## config.mk

```make
export PLATFORM = sky130hd
export DESIGN_NAME = ppw_window
export DESIGN_NICKNAME = d
export VERILOG_FILES = /design/src/design/ppw_pkg.sv /design/src/design/ppw_window.sv
export SDC_FILE = /design/constraint.sdc
export NUM_CORES = 2
export LEC_CHECK = 0
export BUFFER_PORTS_ARGS = -buffer_cell sky130_fd_sc_hd__buf_2
export CAP_MARGIN = 5
export CORE_MARGIN = 4
export CORE_UTILIZATION = 42
export DETAILED_ROUTE_END_ITERATION = 8
export PLACE_DENSITY = 0.67
export SLEW_MARGIN = 15
export SYNTH_ARGS = -nofsm -noshare
export SYNTH_HDL_FRONTEND = slang
export SYNTH_SLANG_ARGS = --single-unit
export TNS_END_PERCENT = 10
```

## constraint.sdc

```tcl
create_clock -name clk -period 6.5 [get_ports clk]
set_input_delay 0.65 -clock clk [delete_from_list [all_inputs] [get_ports clk]]
set_output_delay 0.65 -clock clk [all_outputs]
set_load 0.01 [all_outputs]
```

## src/design/ppw_pkg.sv

```systemverilog
// Shared types and constants for the point projection to window block.
`timescale 1ns / 1ps

package ppw_pkg;

    localparam int WORD_BITS_DEF  = 32;
    localparam int FRAC_BITS_DEF  = 16;

    localparam int FIELD_BITS     = 32;
    localparam int INDEX_BITS     = 5;
    localparam int STORE_DEPTH    = 32;
    localparam int VP_POS_BITS    = 16;
    localparam int VP_SIZE_BITS   = 15;
    localparam int CFG_INDEX_BITS = 2;
    localparam int CFG_DATA_BITS  = 16;

    localparam logic KIND_LOAD    = 1'b0;
    localparam logic KIND_PROJECT = 1'b1;

    typedef enum logic [CFG_INDEX_BITS-1:0] {
        REG_VIEWPORT_X,
        REG_VIEWPORT_Y,
        REG_VIEWPORT_WIDTH,
        REG_VIEWPORT_HEIGHT
    } cfg_reg_t;

    typedef struct packed {
        logic                          kind;
        logic [INDEX_BITS-1:0]         entry_index;
        logic signed [FIELD_BITS-1:0]  entry_value;
        logic signed [FIELD_BITS-1:0]  obj_x;
        logic signed [FIELD_BITS-1:0]  obj_y;
        logic signed [FIELD_BITS-1:0]  obj_z;
    } item_t;

    typedef struct packed {
        logic signed [FIELD_BITS-1:0]  win_x;
        logic signed [FIELD_BITS-1:0]  win_y;
        logic signed [FIELD_BITS-1:0]  win_z;
        logic                          projected;
    } result_t;

    typedef struct packed {
        logic signed [VP_POS_BITS-1:0] x;
        logic signed [VP_POS_BITS-1:0] y;
        logic [VP_SIZE_BITS-1:0]       width;
        logic [VP_SIZE_BITS-1:0]       height;
    } viewport_t;

endpackage

```

## src/design/ppw_window.sv

```systemverilog
// Three-stage viewport mapping: offset by one, scale x and y by size, halve, add origin to x and y.
`timescale 1ns / 1ps

module ppw_window
    import ppw_pkg::*;
#(
    parameter int WORD_BITS = WORD_BITS_DEF,
    parameter int FRAC_BITS = FRAC_BITS_DEF
)
(
    input  logic                        clk,
    input  logic                        rst_n,
    input  logic                        en,
    input  logic                        in_valid,
    input  logic                        in_proj,
    input  logic signed [WORD_BITS-1:0] ndc [3],
    input  viewport_t                   vp,
    output logic                        out_valid,
    output result_t                     out_result
);

    localparam logic signed [WORD_BITS-1:0] WMAX = {1'b0, {(WORD_BITS-1){1'b1}}};
    localparam logic signed [WORD_BITS-1:0] WMIN = {1'b1, {(WORD_BITS-1){1'b0}}};
    localparam logic signed [WORD_BITS-1:0] ONE =
        (FRAC_BITS <= WORD_BITS - 2) ? (WORD_BITS'(1) << FRAC_BITS) : WMAX;
    localparam int OW = VP_POS_BITS + FRAC_BITS;
    localparam int CW = (OW > WORD_BITS) ? OW : WORD_BITS;
    localparam int MW = WORD_BITS + VP_SIZE_BITS + 1;

    function automatic logic signed [WORD_BITS-1:0] sat_add(
        input logic signed [WORD_BITS-1:0] a,
        input logic signed [WORD_BITS-1:0] b
    );
        logic signed [WORD_BITS:0] s;
        s = $signed({a[WORD_BITS-1], a}) + $signed({b[WORD_BITS-1], b});
        if (s[WORD_BITS] != s[WORD_BITS-1])
            return s[WORD_BITS] ? WMIN : WMAX;
        else
            return s[WORD_BITS-1:0];
    endfunction

    // pixel origin moved into the word
    function automatic logic signed [WORD_BITS-1:0] origin(
        input logic signed [VP_POS_BITS-1:0] o
    );
        logic signed [CW-1:0] t;
        t = CW'(o) <<< FRAC_BITS;
        if (t > CW'(WMAX))
            return WMAX;
        else if (t < CW'(WMIN))
            return WMIN;
        else
            return t[WORD_BITS-1:0];
    endfunction

    function automatic logic signed [WORD_BITS-1:0] sat_scale(
        input logic signed [WORD_BITS-1:0] a,
        input logic [VP_SIZE_BITS-1:0]     sz
    );
        logic signed [MW-1:0] p;
        p = MW'(a) * MW'($signed({1'b0, sz}));
        if (p > MW'(WMAX))
            return WMAX;
        else if (p < MW'(WMIN))
            return WMIN;
        else
            return p[WORD_BITS-1:0];
    endfunction

    // divide by two, ties away from zero
    function automatic logic signed [WORD_BITS-1:0] halve(input logic signed [WORD_BITS-1:0] a);
        logic signed [WORD_BITS:0] e;
        e = $signed({a[WORD_BITS-1], a}) + $signed({{WORD_BITS{1'b0}}, ~a[WORD_BITS-1]});
        e = e >>> 1;
        return e[WORD_BITS-1:0];
    endfunction

    logic [2:0]                  v_reg;
    logic [1:0]                  proj_reg;
    logic signed [WORD_BITS-1:0] t1_reg [3];
    logic signed [WORD_BITS-1:0] o1_reg [2];
    logic signed [WORD_BITS-1:0] t2_reg [3];
    logic signed [WORD_BITS-1:0] o2_reg [2];
    result_t                     res_reg;

    always_ff @(posedge clk or negedge rst_n)
    begin
        if (!rst_n)
            v_reg <= '0;
        else if (en)
            v_reg <= {v_reg[1:0], in_valid};
    end

    always_ff @(posedge clk)
    begin
        if (en)
        begin
            for (int l = 0; l < 3; l++)
                t1_reg[l] <= sat_add(ONE, ndc[l]);
            o1_reg[0]   <= origin(vp.x);
            o1_reg[1]   <= origin(vp.y);
            proj_reg[0] <= in_proj;

            t2_reg[0]   <= sat_scale(t1_reg[0], vp.width);
            t2_reg[1]   <= sat_scale(t1_reg[1], vp.height);
            t2_reg[2]   <= t1_reg[2];
            o2_reg      <= o1_reg;
            proj_reg[1] <= proj_reg[0];

            if (proj_reg[1])
            begin
                res_reg.win_x     <= FIELD_BITS'(sat_add(o2_reg[0], halve(t2_reg[0])));
                res_reg.win_y     <= FIELD_BITS'(sat_add(o2_reg[1], halve(t2_reg[1])));
                res_reg.win_z     <= FIELD_BITS'(halve(t2_reg[2]));
                res_reg.projected <= 1'b1;
            end
            else
            begin
                res_reg <= '0;
            end
        end
    end

    assign out_valid  = v_reg[2];
    assign out_result = res_reg;

endmodule
```

### After elaboration in Yosys (flattened, before gate mapping)

Memories as Yosys holds them, arrays and structs flattened.
Index checks and enable logic that the tools add are counted.

* flip-flop bits (word level): 230
* memory bits (writable): 192
* output and inout bits: 98
* word-level logic and storage cells: 62
* memories: 2

* $add $sub $neg: 8
* $mul: 2
* $lt $le $gt $ge: 8
* eq/ne operators: 5
* muxes and demuxes: 24
* bitwise gates (word level): 3

Memory list
* t1_reg: words 3, width 32, read ports 3, clocked after memory_dff 0, write ports 3, RTL line ppw_window.sv:80 `logic signed [WORD_BITS-1:0] t1_reg [3];`
* t2_reg: words 3, width 32, read ports 3, clocked after memory_dff 0, write ports 3, RTL line ppw_window.sv:82 `logic signed [WORD_BITS-1:0] t2_reg [3];`

Operators with widths (count)
* $mux 32: 21
* $add 18x32->33 const A: 3
* $add 32x2->33: 3
* $gt 48x32->1 const B: 2
* $lt 48x32->1 const B: 2
* $mul 32x16->48: 2
* $add 32x32->33: 2
* $gt 32x32->1 const B: 2
* $lt 32x32->1 const B: 2
* $ne 1x1->1: 5
* $mux 1: 3
* $not 1->1: 3

### Depth between registers and ports, before layout

An unclocked memory read counts as a cell.

* word-level depth: 6
* mapped depth: 30
* mapped depth without buffers: 26

### Worst setup path after synthesis

Ideal clock, no wire load.

* kind: input to register
* start point: input vp[1] (netlist name)
* end point: memory t2_reg[0][62] (netlist name) (data pin)
* arrival time: 7.232 ns
* data required time: 6.365 ns
* setup slack: -0.867 ns
* cell stages on the path: 25
* cell sequence: clkbuf_1 -> nand2_1 -> fa_1 -> fa_1 -> fa_1 -> inv_1 -> fa_1 -> fa_1 -> inv_1 -> fa_1 -> inv_1 -> ha_1 -> buf_6 -> a21oi_4 -> o21ai_2 -> a211o_1 -> a221o_1 -> or3_4 -> o21ai_0 -> xnor2_1 -> or3b_2 -> nor4_4 -> buf_6 -> nand4_1 -> nand3_1

RTL lines
* from (decl): RTL line ppw_window.sv:17 `input viewport_t vp,`
* to (decl): RTL line ppw_window.sv:82

==> results.py <==
metrics = {
    "placement": {
        "io_buffers": 260,
        "place_area_sq_um": 59230,
        "preCtsSetupSlack_ns": -1.737,
        "dp_hpwl_um": 109200,
        "place.gp.congestion": 0.9093,
    },
    "critical_path": {
        "worstPathArrival_ns": 7.62,
        "critPathCaptureType": "register",
        "cp.required_ns": 6.88,
        "crit_fanout": 31,
        "critPathLaunchType": "register",
        "critPathKind": "register to register",
    },
    "timing": {
        "report.final.slew_viol_count": 0,
        "tns_ns": -40.54,
        "setup_slack_ns": -0.7340,
        "setup-violations-final": 64,
        "fin_crit_sh_pct": 111.3,
        "period_needed_ns": 7.234,
        "worst_pin_slew_ns": 1.034,
        "clock_skew_ns": 0.04122,
        "fmax_mhz": 138.2,
        "rsz0062_at_grt": "true",
        "final_hold_viol_count": 0,
        "hold_slack_ns": 0.1846,
        "slew-limit-headroom_pct": 31.07,
    },
    "layout": {
        "area_delta_synth_final_pct": 18.10,
        "multi_input_area_sq_um": 36910,
        "stdcell_area_sq_um": 61440,
        "drive_gt1_share_pct": 17.34,
        "n_fill_cell": 11170,
        "largest_reg_flops": 97,
        "nNetsFinal": 7431,
        "regArea_sq_um": 10740,
    },
    "synth": {
        "ys_seq_elements": 358,
        "syn_avg_cell_area_sq_um": 9.590,
        "synth_edf_count": 355,
        "yosysUniqueCellTypes": 85,
        "synth_ff_type": "edfxtp_1",
        "yosys_warnings": 0,
        "synth_cells": 5425,
        "synth-seq-area-share_pct": 20.64,
        "syn_area_sq_um": 52020,
        "async_flop_share_pct": 0.8380,
    },
    "floorplanning": {
        "rows": 128,
        "io_pins": 261,
        "chipWidth_um": 359.9,
        "core_sq_um": 122400,
        "die-area_sq_um": 129600,
        "dieHeight_um": 359.9,
        "start_util_pct": 42.52,
    },
    "cts": {
        "clock-root-buffer": "clkbuf_16",
        "cts_max_path_buffers": 3,
        "path_clk_slew_ns": 0.08,
        "numCtsBuffers": 42,
        "htree_levels": 2,
        "clk_latency_ns": 0.64,
        "cts_tree": "done",
        "clock-sinks": 358,
    },
    "grt": {
        "grt.overflow.total": 0,
        "grt_pass1_vias": 42620,
        "track_usage_pct": 20.51,
        "grt_pass1_wl_um": 218500,
        "grt_max_degree": 182,
        "antenna_found_initial": 11,
    },
    "drt": {
        "vias": 39270,
        "firstDrtPassIters": 6,
        "viasPerCell": 5.063,
        "wl_per_cell_um": 16.77,
        "antenna_left": 0,
        "drc_errors": 0,
        "drt_iter0_drc": 2091,
        "drt-total-wl_um": 130100,
    },
    "status": {
        "violations": "negative setup slack",
        "status": "finished, violations left",
    },
    "worst_hold_path": {
        "hold_path_class": "input pin to register",
    },
    "flow_run": {
        "cap_violations": 0,
    },
}
-- area by class of cell --
class                           count  share of cell area, %
Multi-Input combinational cell   3802                  60.08
Sequential cell                   358                  17.47
Timing Repair Buffer              876                  10.45
Inverter                         1012                  6.183
Tap cell                         1625                  3.309
Clock buffer                       44                  1.723
Clock inverter                     34                 0.7535
Antenna cell                        6                0.02444
-- Yosys cell counts (79+ instances only) --
cell / n / area, sq um
a21o_1: 85 / 638.1
a21oi_1: 162 / 810.8
and2_1: 456 / 2853
clkbuf_1: 225 / 844.6
edfxtp_1: 355 / 10660
fa_1: 908 / 18180
ha_1: 268 / 3353
inv_1: 1011 / 3795
nand2_1: 681 / 2556
nand3_1: 113 / 565.5
nand4_1: 79 / 494.2
nor2_1: 235 / 882.1
o21ai_0: 121 / 605.6
xnor2_1: 157 / 1375
xor2_1: 97 / 849.6
-- timing repair --
action	CTS	global route
pin swaps	28	14
hold buffers	1	0
gates resized for setup	66	30
endpoints found under the setup margin	64	64
setup buffers	19	5
gates cloned	1	1
hold endpoints to repair	3	0
-- through the flow --
step / utilization, % / cells
6_report: 50.21 / 7757
5_1_grt: 50.21 / 7754
4_1_cts: 50.07 / 7746
3_5_place_dp: 48.40 / 7647
3_3_place_gp: 48.40 / 7647
2_1_floorplan: - / 5426
-- cell usage in the layout (no fill, tap or decap), drive strengths merged, types with 129 or more instances in the layout --
cell	instances
inv	1022
fa	908
buf	874
nand2	681
and2	456
edfxtp	355
ha	268
nor2	235
a21oi	163
xnor2	157
o21ai	129
-- path summary, 6_finish.rpt --
path / from / endpoint / slack, ns / cells past startpoint
min in group asynchronous: rst_n / v_reg[0] / 0.36 / 2
worst max-delay path: t1_reg[0][21] / t2_reg[0][0] / -0.73 / 25
max in group asynchronous: rst_n / v_reg[2] / 6.03 / 2
worst min-delay path: vp[52] / o1_reg[54] / 0.18 / 1
worst min register to register: o1_reg[62] / o2_reg[62] / 0.41 / 0
worst max register to register: t1_reg[0][21] / t2_reg[0][0] / -0.73 / 25
-- critical path: stages (launching register included) --
cell       delay (ns)
edfxtp_1         0.49
buf_4            0.21
nand2_1          0.08
fa_1             0.55
inv_1            0.05
fa_1             0.55
fa_1             0.46
fa_1             0.49
fa_1             0.49
inv_1            0.05
fa_1             0.47
inv_1            0.04
ha_1             0.29
nand4_1          0.17
or4_4            0.48
or4_4            0.45
o2111ai_2        0.23
o21ai_2          0.09
buf_4            0.16
o21ai_4          0.17
o21ai_2          0.09
nand2b_1         0.17
xnor2_4          0.19
o21ai_2          0.12
buf_12           0.18
a31o_2           0.25
-- logic make-up (layout without fill, tap and decap cells) --
group / after synthesis / after routing / synth area share [%]
DFF: 358 / 358 / 20.64
xor gates and xnor gates: 254 / 254 / 4.276
other: 1 / 8 / 0.007208
buffers and inverters: 1266 / 1966 / 9.291
and+or+nand+nor: 1788 / 1788 / 17.00
adders and majority gates: 1176 / 1176 / 41.39
muxes: 11 / 11 / 0.2189
AOI/OAI and AO/OA: 571 / 571 / 7.184
-- metal layers --
| metal | track usage, % | up-vias | share of wire [%] |
|---|---|---|---|
| li1 | - | 18320 | - |
| met4 | 6.174 | 4 | 3.2 |
| met5 | 0 | - | 0.023 |
| met3 | 2.450 | 231 | 3.9 |
| met2 | 38.21 | 843 | 53 |
| met1 | 24.77 | 19870 | 40 |
Power is left out: the tool's default activity adds up to more than one toggle a clock period on the data nets, which glitch-free logic cannot reach.
